===== config.mk =====
export PLATFORM = sky130hd
export DESIGN_NAME = mpba_ctrl
export DESIGN_NICKNAME = d
export VERILOG_FILES = /design/src/rtl/multi_pool_block_allocator_macros.svh /design/src/rtl/mpba_pkg.sv /design/src/rtl/mpba_ctrl.sv
export SDC_FILE = /design/constraint.sdc
export NUM_CORES = 1
export LEC_CHECK = 0
export ABC_AREA = 1
export BUFFER_PORTS_ARGS = -buffer_cell sky130_fd_sc_hd__buf_4
export CAP_MARGIN = 20
export CORE_AREA = 10 10 47 49
export DETAILED_ROUTE_END_ITERATION = 6
export DIE_AREA = 0 0 57 59
export PLACE_DENSITY = 0.68
export SLEW_MARGIN = 20
export SYNTH_ARGS = -nofsm -noshare
export SYNTH_HDL_FRONTEND = slang
export SYNTH_SLANG_ARGS = --single-unit

===== constraint.sdc =====
create_clock -name clk -period 2.7 [get_ports clk]
set_clock_uncertainty 0.2 [all_clocks]
set_input_delay 0.675 -clock clk [delete_from_list [all_inputs] [get_ports clk]]
set_output_delay 0.675 -clock clk [all_outputs]
set_load 0.005 [all_outputs]

===== src/rtl/multi_pool_block_allocator_macros.svh =====
// Assertion macros for the multi-pool block allocator.
// Included by the top level; no other dependencies.
`ifndef MULTI_POOL_BLOCK_ALLOCATOR_MACROS_SVH
`define MULTI_POOL_BLOCK_ALLOCATOR_MACROS_SVH
`define MPBA_ASSERT_IMPL(label, ante, cons) \
    label: assert property (@(posedge clk) disable iff (!rst_n) (ante) |-> (cons)) \
        else $error("check failed");
`define MPBA_ASSERT_NEXT(label, ante, cons) \
    label: assert property (@(posedge clk) disable iff (!rst_n) (ante) |=> (cons)) \
        else $error("check failed");
`endif


===== src/rtl/mpba_pkg.sv =====
// Package for the multi-pool block allocator: sizes, codes and shared structs.
// No dependencies.
`default_nettype none
package mpba_pkg;
    localparam int MAX_POOLS = 8;
    localparam int SLOTS_MAX = 128;
    localparam int RW = $clog2(MAX_POOLS);
    localparam int SW = $clog2(SLOTS_MAX);
    localparam int CW = $clog2(SLOTS_MAX + 1);
    localparam int PW = $clog2(MAX_POOLS + 1);
    localparam int HW = 10;
    localparam logic [1:0] ST_OK = 2'd0;
    localparam logic [1:0] ST_FULL = 2'd1;
    localparam logic [1:0] ST_BAD = 2'd2;
    localparam logic OP_ALLOC = 1'b0;

    typedef struct packed {
        logic load;
        logic scan_step;
        logic link_step;
        logic open_pool;
        logic pop;
        logic push;
        logic remove_step;
        logic done;
    } mpba_cmd_t;

    typedef struct packed {
        logic is_free;
        logic scan_hit;
        logic scan_end;
        logic can_open;
        logic link_last;
        logic free_bad;
        logic free_empties;
        logic remove_end;
    } mpba_stat_t;
endpackage
`default_nettype wire


===== src/rtl/mpba_ctrl.sv =====
// Controller state machine of the multi-pool block allocator.
// Depends on mpba_pkg.
`default_nettype none
module mpba_ctrl (
    input  wire logic               clk,
    input  wire logic               rst_n,
    input  wire logic               start,
    output logic                    busy,
    input  wire mpba_pkg::mpba_stat_t st,
    output mpba_pkg::mpba_cmd_t     cmd
);
    import mpba_pkg::*;
    typedef enum logic [6:0] {
        S_IDLE = 7'b0000001, S_DEC = 7'b0000010, S_SCAN = 7'b0000100,
        S_LINK = 7'b0001000, S_POP = 7'b0010000, S_FREE = 7'b0100000,
        S_REM = 7'b1000000
    } state_t;
    state_t state_reg, state_next;

    always_ff @(posedge clk or negedge rst_n)
    begin
        if (!rst_n)
        begin
            state_reg <= S_IDLE;
        end
        else
        begin
            state_reg <= state_next;
        end
    end

    always_comb
    begin
        cmd = '0;
        state_next = state_reg;
        unique case (state_reg)
            S_IDLE:
            begin
                if (start)
                begin
                    cmd.load = 1'b1;
                    state_next = S_DEC;
                end
            end
            S_DEC:
            begin
                state_next = st.is_free ? S_FREE : S_SCAN;
            end
            S_SCAN:
            begin
                if (st.scan_hit)
                begin
                    state_next = S_POP;
                end
                else if (st.scan_end)
                begin
                    if (st.can_open)
                    begin
                        state_next = S_LINK;
                    end
                    else
                    begin
                        cmd.done = 1'b1;
                        state_next = S_IDLE;
                    end
                end
                else
                begin
                    cmd.scan_step = 1'b1;
                end
            end
            S_LINK:
            begin
                cmd.link_step = 1'b1;
                if (st.link_last)
                begin
                    cmd.open_pool = 1'b1;
                    state_next = S_POP;
                end
            end
            S_POP:
            begin
                cmd.pop = 1'b1;
                cmd.done = 1'b1;
                state_next = S_IDLE;
            end
            S_FREE:
            begin
                if (st.free_bad)
                begin
                    cmd.done = 1'b1;
                    state_next = S_IDLE;
                end
                else
                begin
                    cmd.push = 1'b1;
                    if (st.free_empties)
                    begin
                        state_next = S_REM;
                    end
                    else
                    begin
                        cmd.done = 1'b1;
                        state_next = S_IDLE;
                    end
                end
            end
            S_REM:
            begin
                cmd.remove_step = 1'b1;
                if (st.remove_end)
                begin
                    cmd.done = 1'b1;
                    state_next = S_IDLE;
                end
            end
            default:
            begin
                state_next = S_IDLE;
            end
        endcase
    end

    assign busy = (state_reg != S_IDLE);
endmodule
`default_nettype wire


==> summary.txt, run 1 <==
Pwr
  – Portion of total power attributed to combinational logic: between 40% and 50%
  – Cell internal power dissipation: approximately 0.00027 W
  – Clock network fraction of design power: between 20% and 30%
  – Max rail drop VDD: ~0.00032 V
  – Power Density: just over 600 mW/mm^2
  – Switching power summed over all nets: roughly 0.00017 W
  – Portion of total power attributed to sequential cells: between 30 and 40%
  – Net Sw Frac: between 30% and 40%
  – Leakage power: approximately 0.42 nW

Run status
  – Outcome: complete, no violations

Detailed routing
  – Per-cell routed wire length: between 9 and 10 um
  – WL final: ~1200 um
  – Number of DRC markers in iteration 0: 6
  – Detailed-route via count: 523
  – Number of routed nets with antenna violations: 0
  – Drt first pass iters: 4
  – Via count normalized by instance count: 4.29
  – DRC violation count after routing: 0

Hold path
  – Kind of path behind the tightest hold check: in -> async

Setup path
  – Worst path cell trace: nor2_2 > nand2_1 > nor2_2 > nand2_1 > nand2_1 > nand2_1 > nand3_1 > buf_4
  – Startpoint types: flop
  – Critical path capture point type: output port
  – WP buf/inv: 1
  – Gate family responsible for the most delay along the worst path: simple AND/OR/NAND/NOR gates
  – Highest cell delay on the worst timing path: 390 ps
  – Signal arrival time at the worst endpoint: 1470 ps
  – FF-to-FF setup slack: around 1200 ps
  – Launching point of the worst reg2reg path: state_reg[5]
  – Endpoint required time on the critical path: 1820 ps
  – Register-to-Register Path Depth: 8
  – Endpoint of the lowest-slack register-to-register path: state_reg[3]
  – Top cell by count, worst path: sky130_fd_sc_hd__nand2_1
  – CP max-delay cell: sky130_fd_sc_hd__dfrtp_1
  – Worst setup path category: reg -> out
  – Max FO, Critical Path: 3

Timing
  – Slew @ Worst Pin: around 330 ps
  – Setup repair after global routing missed its margin: no
  – Fmax: about 430 MHz
  – Setup Total Neg Slack: 0 ps
  – Final number of max-transition violations: 0
  – Final hold viol count: 0
  – Relative max-transition margin: around 78%
  – Final Cycle Share: around 87%
  – Fin crit period: around 2300 ps
  – Setup violators final: 0
  – Hold WS: between 20 and 30 ps

Clock tree
  – Number of hold buffers added after CTS: 0
  – Clock tree from TritonCTS: built
  – Count of H-tree levels built during CTS: 1
  – Largest buffer count on any clock path: 2
  – Cts bufs inserted: 3
  – Number of instances resized during post-cts repair: 0
  – Cell chosen for the clock root: sky130_fd_sc_hd__clkbuf_4
  – Setup fix buffers added after clock tree synthesis: 0
  – Clock Latency Late Sink: 240 ps
  – Clk slew on worst S/H paths: 50 ps
  – Sinks on the clock net: 7

Place
  – Port-buffer cells: 19
  – Hpwl dp: around 1100 um
  – Placed cell count: approximately 120
  – Total placed instance area: 696 um^2
  – Routability congestion estimate from global placement: around 0.8

Finish
  – Post-layout nets: around 120
  – Flip-flop count of the largest register, all copies and words added: 7
  – Layout cells sized above 1: slightly above 30%
  – Number of fill cells in the layout: ~150
  – Final Instance Count excl. Fillers: 122
  – ANT cells: 0
  – Final instance area: 722 um^2
  – Post-synthesis to final-layout area growth: 35.4%

GRT
  – Met1 capacity usage during global routing: just over 8%
  – Met2 global-route usage: 12.6%
  – Highest-utilization routing layer at the global route stage: met2
  – Wire length of the first global-routing pass: 2100 um
  – Number of antenna violations at the first check in global routing: 0
  – Total Routing Usage GR: roughly 7.5%
  – Routing usage on met3: about 1.9%
  – Overflow after GRT: 0
  – Maximum number of pins on one net before global-route repair: 8
  – Vias in the first global route: 514

Floorplan
  – Die extent in x: between 50 and 60 um
  – Effective utilization at floorplan: around two fifths
  – Die Outline Area: 0.00336 mm^2
  – Placeable core region: between 0.001 and 0.0015 mm^2
  – Top-level port count: 20
  – Row Count: 14
  – Die Y-Extent: 59 um

Synthesis
  – Area of the mapped netlist: 533 um^2
  – Proportion of synthesized chip area in sequential cells: 33.1%
  – Synthesized flop and latch total: 7
  – Count of distinct cell types in the synthesized netlist: 16
  – Number of warning messages in the yosys log: 0
  – Net Count, Synth: 94
  – Synthesized netlist cell count: between 80 and 90
  – Average instance area after synthesis: between 6 and 7 um^2

Job
  – Max_cap viols: 0
synth_stat cells, drive strengths merged:
cell | instances | share of area [%]
dfrtp | 6 | 28
nand4 | 2 | 2.3
nor2 | 22 | 22
nor4 | 1 | 1.2
o21ai | 1 | 0.94
o22ai | 1 | 1.2
nand3 | 4 | 3.8
nand2 | 25 | 19
nor3b | 2 | 3.8
inv | 18 | 13
dfstp | 1 | 4.9
layout by cell type, fill, tap and decap left out, drive strengths merged:
master and instances:
nor4 1, inv 18, nor3b 2, dfrtp 6, clkbuf 4, dfstp 1
nand2 25, o21ai 1, buf 19, nand3 4, nor2 22, o22ai 1
nand4 2
worst max-delay path by stage:
stage,slack [ps],from,endpoint,cells after the start
floorplan,750,state_reg[2],cmd[0],5
global placement,560,st[2],cmd[0],8
detailed placement,540,st[2],cmd[0],8
CTS,320,state_reg[2],cmd[0],6
global route,140,state_reg[2],cmd[0],8
finish,360,state_reg[2],cmd[0],8
per-layer routing:
layer	part of all wire (%)	vias up
met3	3.5	2
li1	-	293
met1	42	218
met2	53	10
met4	1.3	0
met5	0	-
layout make-up:
class                           count  area, um^2  area share, %
Sequential cell                     7         176           24.4
Clock buffer                        4        26.3           3.64
Tap cell                           16        20.0           2.77
Inverter                           18        67.6           9.36
Timing Repair Buffer               19         143           19.8
Multi-Input combinational cell     58         289           40.0
power groups by stage:
stage	logic (W)	registers [W]	clock network [W]
after floorplan	0.000136	0.000147	0
final	0.000199	0.000148	0.0000920
after CTS	0.000204	0.000148	0.0000955
after global routing	0.000237	0.000152	0.0000974
after global placement	0.000201	0.000149	0
after detailed placement	0.000204	0.000150	0
cell families (layout without fill, tap and decap cells):
family,Yosys count,count (layout),synth area share [%]
AO/OA/AOI/OAI,2,2,2.11
buffers and inverters,18,41,12.7
flip-flops,7,7,33.1
AND/OR/NAND/NOR,56,56,52.1
worst register-to-register path, cell delays in order, from the launching register on:
cell and delay (ps):
sky130_fd_sc_hd__dfrtp_1 430, sky130_fd_sc_hd__nor2_4 170, sky130_fd_sc_hd__nand2_4 90, sky130_fd_sc_hd__nor2_4 160, sky130_fd_sc_hd__nand3_1 90, sky130_fd_sc_hd__nand2_1 100, sky130_fd_sc_hd__nor2_1 60, sky130_fd_sc_hd__nand2_1 50
sky130_fd_sc_hd__nand2_1 40
metrics by stage:
stage          utilization, %  power, W  worst slack (ps)
6_report                 51.5  0.000440               357
4_1_cts                  51.5  0.000448               323
5_1_grt                  51.5  0.000486               142
3_3_place_gp             49.6  0.000350               557
3_5_place_dp             49.6  0.000354               537
2_1_floorplan               -  0.000283               752
Power figures use the tool's default switching activity.
==> inputs of run 2 (changes only) <==
- ABC_AREA: 1 -> unset
- CTS_BUF_LIST: unset -> sky130_fd_sc_hd__clkbuf_8
- PLACE_DENSITY: 0.68 -> 0.69
==> run 2 against run 1 <==
  * Synthesized cell count decreased by 27%
  * Non-clock buffer count grew 3
  * Design area grew 6.1%
  * Critical path depth is 3 lower
  * Clock-buffer cell count fell by 1
  * Core utilization is 3.1 points higher
  * Final cell count decreased by 17%
  * Largest cell class unchanged
  * Largest power group unchanged
==> summary.txt, run 2 <==
Timing
  – Final hold viol count: 0
  – Relative max-transition margin: a little under 70%
  – Final number of max-transition violations: 0
  – Slew @ Worst Pin: 456 ps
  – Fin crit period: approximately 2600 ps
  – Final Cycle Share: a little over nine tenths
  – Fmax: 386 MHz
  – Setup Total Neg Slack: 0 ps
  – Setup violators final: 0
  – Setup repair after global routing missed its margin: no

Detailed routing
  – Per-cell routed wire length: approximately 15 um
  – DRC violation count after routing: 0
  – Via count normalized by instance count: 5.44
  – Drt first pass iters: 4
  – Number of routed nets with antenna violations: 0
  – Number of DRC markers in iteration 0: 4
  – WL final: about 1500 um
  – Detailed-route via count: 549

Pwr
  – Max rail drop VDD: ~0.00052 V
  – Net Sw Frac: about a third
  – Cell internal power dissipation: about 0.00035 W
  – Leakage power: roughly 0.37 nW
  – Power Density: 689 mW/mm^2
  – Portion of total power attributed to sequential cells: between 20% and 30%
  – Portion of total power attributed to combinational logic: roughly 44%
  – Switching power summed over all nets: between 0.00015 and 0.0002 W
  – Clock network fraction of design power: 26.2%

Finish
  – Layout cells sized above 1: between 30 and 40%
  – Final Instance Count excl. Fillers: 101
  – Most common cell after layout, fill and taps aside: sky130_fd_sc_hd__buf_4
  – Top library cells by usage in the layout, fill and taps aside: sky130_fd_sc_hd__buf_4 (22), sky130_fd_sc_hd__dfrtp_1 (6), sky130_fd_sc_hd__nand2_1 (5), sky130_fd_sc_hd__nor2_1 (4)
  – Post-synthesis to final-layout area growth: 40.7%
  – ANT cells: 0
  – Area occupied by multi-input gates: around 350 um^2
  – Number of fill cells in the layout: 140
  – Post-layout nets: 97
  – Flip-flop and latch area: between 150 and 200 um^2
  – Flip-flop count of the largest register, all copies and words added: 7

GRT
  – Vias in the first global route: slightly above 600
  – Maximum number of pins on one net before global-route repair: 12
  – Wire length of the first global-routing pass: between 2000 and 3000 um
  – Number of antenna violations at the first check in global routing: 0
  – Overflow after GRT: 0
  – Total Routing Usage GR: roughly a tenth

Synthesis
  – Number of warning messages in the yosys log: 0
  – Post-synth EDFFs: 0
  – Proportion of synthesized chip area in sequential cells: between 30% and 40%
  – List of most frequent post-synthesis cells: sky130_fd_sc_hd__dfrtp_1 (6), sky130_fd_sc_hd__nand2_1 (5), sky130_fd_sc_hd__nor2_1 (4)
  – Synthesized netlist cell count: 61
  – Top area cells in the synthesized netlist: sky130_fd_sc_hd__dfrtp_1 (28%), sky130_fd_sc_hd__dfstp_2 (4.8%), sky130_fd_sc_hd__nor4b_1 (4.8%)
  – Share of synthesized registers carrying an async set or reset: 100%
  – Net Count, Synth: just over 70
  – Synthesized flop and latch total: 7
  – Library cell occupying the most area in the post-synthesis netlist: sky130_fd_sc_hd__dfrtp_1
  – Average instance area after synthesis: 8.92 um^2
  – Area share of the largest cell type after synthesis: 27.6%
  – Count of distinct cell types in the synthesized netlist: 33
  – Area of the mapped netlist: ~540 um^2
  – Most frequent cell after synthesis: sky130_fd_sc_hd__dfrtp_1
  – Main flop type after synthesis: sky130_fd_sc_hd__dfrtp_1

Clock tree
  – Number of hold buffers added after CTS: 0
  – Cts bufs inserted: 3
  – Sinks on the clock net: 7
  – Cell chosen for the clock root: sky130_fd_sc_hd__clkbuf_8
  – Clk slew on worst S/H paths: around 40 ps
  – Clock tree from TritonCTS: built
  – Largest buffer count on any clock path: 2
  – Count of H-tree levels built during CTS: 1
  – Clock Latency Late Sink: ~220 ps

Setup path
  – Critical path capture point type: output port
  – Register-to-Register Path Depth: 4
  – Endpoint required time on the critical path: 1820 ps
  – Max FO, Critical Path: 4
  – Signal arrival time at the worst endpoint: 1720 ps
  – Startpoint types: flop
  – Worst setup path category: reg -> out

Place
  – Port-buffer cells: 19
  – Placed cell count: 96
  – Routability congestion estimate from global placement: 0.792

Floorplan
  – Placeable core region: 0.00140 mm^2
  – Die Y-Extent: approximately 60 um
  – Die extent in x: between 50 and 60 um
  – Row Count: 14
  – Effective utilization at floorplan: around 40%
  – Die Outline Area: around 0.0034 mm^2
  – Top-level port count: 20

Run status
  – Outcome: complete, no violations

Hold path
  – Kind of path behind the tightest hold check: in -> async

Job
  – Max_cap viols: 0
[run 2: final timing paths]
check                                   from      endpoint  slack (ps)
worst max-delay path            state_reg[5]        cmd[6]         110
worst min-delay path                   rst_n  state_reg[6]          50
worst max register to register  state_reg[5]  state_reg[3]         830
worst min register to register  state_reg[5]  state_reg[4]         420
max in group asynchronous              rst_n  state_reg[0]        2050
min in group clk                state_reg[5]  state_reg[4]         420
[run 2: metrics by stage]
| stage | worst slack (ps) | area [um^2] | hold WS (ps) | utilization (%) | power, W |
|---|---|---|---|---|---|
| floorplan | 470 | 544 | 179 | - | 0.000294 |
| global placement | 339 | 713 | 288 | 50.9 | 0.000376 |
| detailed placement | 323 | 713 | 286 | 50.9 | 0.000379 |
| CTS | 78.4 | 758 | 46.2 | 54.1 | 0.000523 |
| global route | 19.3 | 766 | 42.2 | 54.6 | 0.000574 |
| finish | 108 | 766 | 51.1 | 54.6 | 0.000527 |
[run 2: final cells by class]
type | count | area share, %
Inverter | 2 | 0.980
Timing Repair Buffer | 22 | 21.6
Clock inverter | 1 | 0.490
Sequential cell | 7 | 23.0
Clock buffer | 3 | 5.39
Multi-Input combinational cell | 50 | 45.9
Tap cell | 16 | 2.61
[run 2: cells by family (layout without fill, tap and decap cells)]
family                 after synthesis  in the layout  synth area share (%)
AOI/OAI and AO/OA                   15             15                  20.2
DFF                                  7              7                  32.4
buffers and inverters                4             28                  2.99
and+or+nand+nor                     35             35                  44.4
[run 2: repair_timing]
action	CTS	global route
endpoints found under the setup margin	0	1
setup buffers	0	1
resized for setup	0	0
[run 2: worst max-delay path, stage by stage, from the launching register on]
cell	delay, ps
sky130_fd_sc_hd__dfrtp_1	390
sky130_fd_sc_hd__or4_4	570
sky130_fd_sc_hd__buf_4	160
sky130_fd_sc_hd__nand3b_4	170
sky130_fd_sc_hd__nor2_1	100
sky130_fd_sc_hd__buf_4	120
[run 2: metal layers]
layer	global-route usage, %	part of all wire, %
met1	10.1	45
met4	8.05	1.2
met5	0	0
met2	15.7	47
met3	3.43	6.8
[run 2: power by group through the flow]
stage	Clock (W)	Sequential (W)	Combinational, W
2_1_floorplan	0	0.000148	0.000146
3_5_place_dp	0	0.000155	0.000225
5_1_grt	0.000155	0.000158	0.000261
4_1_cts	0.000144	0.000154	0.000225
3_3_place_gp	0	0.000153	0.000223
6_report	0.000138	0.000156	0.000234
==> inputs of run 3 (changes only) <==
--- a/config.mk
+++ b/config.mk
@@ -12,5 +12,5 @@
 export DETAILED_ROUTE_END_ITERATION = 6
 export DIE_AREA = 0 0 57 59
-export PLACE_DENSITY = 0.69
+export PLACE_DENSITY = 0.73
 export SLEW_MARGIN = 20
 export SYNTH_ARGS = -nofsm -noshare
==> constraint.sdc (replaced) <==
create_clock -name clk -period 2.7 [get_ports clk]
set_clock_uncertainty 0.2 [all_clocks]
set_input_delay 0.675 -clock clk [delete_from_list [all_inputs] [get_ports clk]]
set_output_delay 0.675 -clock clk [all_outputs]
set_load 0.05 [all_outputs]
==> run 3 against run 2 <==
  * Total power up 16%
  * Largest cell class unchanged
  * Critical path depth unchanged
  * Via count up 4.2%
==> summary.txt, run 3 (same netlist as run 2, synthesis figures left out) <==
Run status
  – Outcome: complete, no violations

Finish
  – Layout cells sized above 1: 43.0%
  – Number of fill cells in the layout: between 100 and 150
  – Top library cells by usage in the layout, fill and taps aside: sky130_fd_sc_hd__buf_4 (22), sky130_fd_sc_hd__dfrtp_1 (6), sky130_fd_sc_hd__nand2_1 (4), sky130_fd_sc_hd__nor2_1 (4)
  – Post-synthesis to final-layout area growth: 46.7%
  – Final Instance Count excl. Fillers: between 100 and 150
  – Most common cell after layout, fill and taps aside: sky130_fd_sc_hd__buf_4
  – Flip-flop count of the largest register, all copies and words added: 7
  – Final instance area: 798 um^2
  – ANT cells: 0
  – Post-layout nets: 98

Clock tree
  – Count of H-tree levels built during CTS: 1
  – Clock Latency Late Sink: 220 ps
  – Cell chosen for the clock root: sky130_fd_sc_hd__clkbuf_8
  – Number of hold buffers added after CTS: 0
  – Clk slew on worst S/H paths: 40 ps
  – Sinks on the clock net: 7
  – Clock tree from TritonCTS: built
  – Cts bufs inserted: 3
  – Largest buffer count on any clock path: 2

Place
  – Total placed instance area: 728 um^2
  – Placed cell count: 96
  – Routability congestion estimate from global placement: just under 0.8
  – Hpwl dp: between 1000 and 1500 um
  – Port-buffer cells: 19
  – Post-placement setup slack: 231 ps

Timing
  – Relative max-transition margin: around 74%
  – Slew @ Worst Pin: ~400 ps
  – Final hold viol count: 0
  – Final Cycle Share: between 90% and 100%
  – Fin crit period: 2680 ps
  – Fmax: 373 MHz
  – Setup repair after global routing missed its margin: yes
  – Worst setup margin: about 17 ps
  – Hold WS: between 60 and 70 ps
  – Setup violators final: 0
  – Final number of max-transition violations: 0

Setup path
  – Max FO, Critical Path: 6
  – Startpoint types: flop
  – Signal arrival time at the worst endpoint: roughly 1800 ps
  – Worst setup path category: reg -> out
  – Endpoint required time on the critical path: 1820 ps
  – Critical path capture point type: output port

Pwr
  – Max rail drop VDD: between 0.0005 and 0.0006 V
  – Power Density: around 770 mW/mm^2
  – Leakage power: about 0.38 nW

Hold path
  – Kind of path behind the tightest hold check: in -> async

Detailed routing
  – DRC violation count after routing: 0
  – Drt first pass iters: 4
  – Number of DRC markers in iteration 0: 10
  – WL final: 1570 um
  – Via count normalized by instance count: ~5.6
  – Per-cell routed wire length: about 15 um
  – Number of routed nets with antenna violations: 0
  – Detailed-route via count: between 500 and 600

Floorplan
  – Row Count: 14
  – Top-level port count: 20
  – Placeable core region: about 0.0014 mm^2
  – Die Y-Extent: between 50 and 60 um
  – Die extent in x: 57 um
  – Die Outline Area: around 0.0034 mm^2
  – Effective utilization at floorplan: 38.8%

GRT
  – Number of antenna violations at the first check in global routing: 0
  – Overflow after GRT: 0
  – Total Routing Usage GR: under 10%
  – Wire length of the first global-routing pass: 2460 um
  – Maximum number of pins on one net before global-route repair: 12
  – Vias in the first global route: 602

Job
  – Max_cap viols: 0
[run 3: through the flow]
| step | total power, W | setup TNS (ps) | utilization, % |
|---|---|---|---|
| 2_1_floorplan | 0.000365 | -12.7 | - |
| 5_1_grt | 0.000649 | -68.6 | 57.0 |
| 6_report | 0.000612 | 0 | 57.0 |
| 3_3_place_gp | 0.000450 | 0 | 52.0 |
| 4_1_cts | 0.000593 | 0 | 55.4 |
| 3_5_place_dp | 0.000452 | 0 | 52.0 |
[run 3: cell type report]
class                   count  area (um^2)  share of cell area (%)
clock buffers               3         41.3                    5.17
clock inverters             1         3.75                   0.470
inverters                   2         7.51                   0.940
multi-input cells          50          373                    46.7
flip-flops and latches      7          176                    22.1
well taps                  16         20.0                    2.51
repair buffers             23          176                    22.1
[run 3: power breakdown]
group / total [W] / leakage (nW) / internal, W / switching, W
clock: 0.000137 / 0.0269 / 0.0000977 / 0.0000389
combinational: 0.000323 / 0.257 / 0.000136 / 0.000187
sequential: 0.000153 / 0.0931 / 0.000130 / 0.0000229
total: 0.000612 / 0.377 / 0.000364 / 0.000248
[run 3: path summary, 6_finish.rpt]
path,slack (ps),start,endpoint,cells after the start
worst max-delay path,20,state_reg[0],cmd[0],5
worst min-delay path,60,rst_n,state_reg[6],1
worst max register to register,930,state_reg[0],state_reg[3],3
worst min register to register,410,state_reg[5],state_reg[4],2
max in group asynchronous,2040,rst_n,state_reg[0],1
min in group clk,410,state_reg[5],state_reg[4],2
[run 3: timing repair]
action,CTS,global route
buffers inserted,0,2
pin swaps,0,3
gates resized for setup,1,2
endpoints found under the hold margin,0,0
endpoints found under the setup margin,1,2
[run 3: per-layer routing]
layer  up-vias  part of all wire, %  global-route usage (%)
li1        280                    -                       -
met1       272                   45                    9.60
met2        20                   47                    14.7
met3         0                  8.0                    3.86
met4         0                    0                    4.03
met5         -                    0                       0
[run 3: worst max-delay path, cell delays in order, from the launching register on]
cell	delay, ps
sky130_fd_sc_hd__dfstp_2	380
sky130_fd_sc_hd__or4_4	580
sky130_fd_sc_hd__and4b_1	320
sky130_fd_sc_hd__nand2_2	70
sky130_fd_sc_hd__o21ai_2	60
sky130_fd_sc_hd__buf_6	170
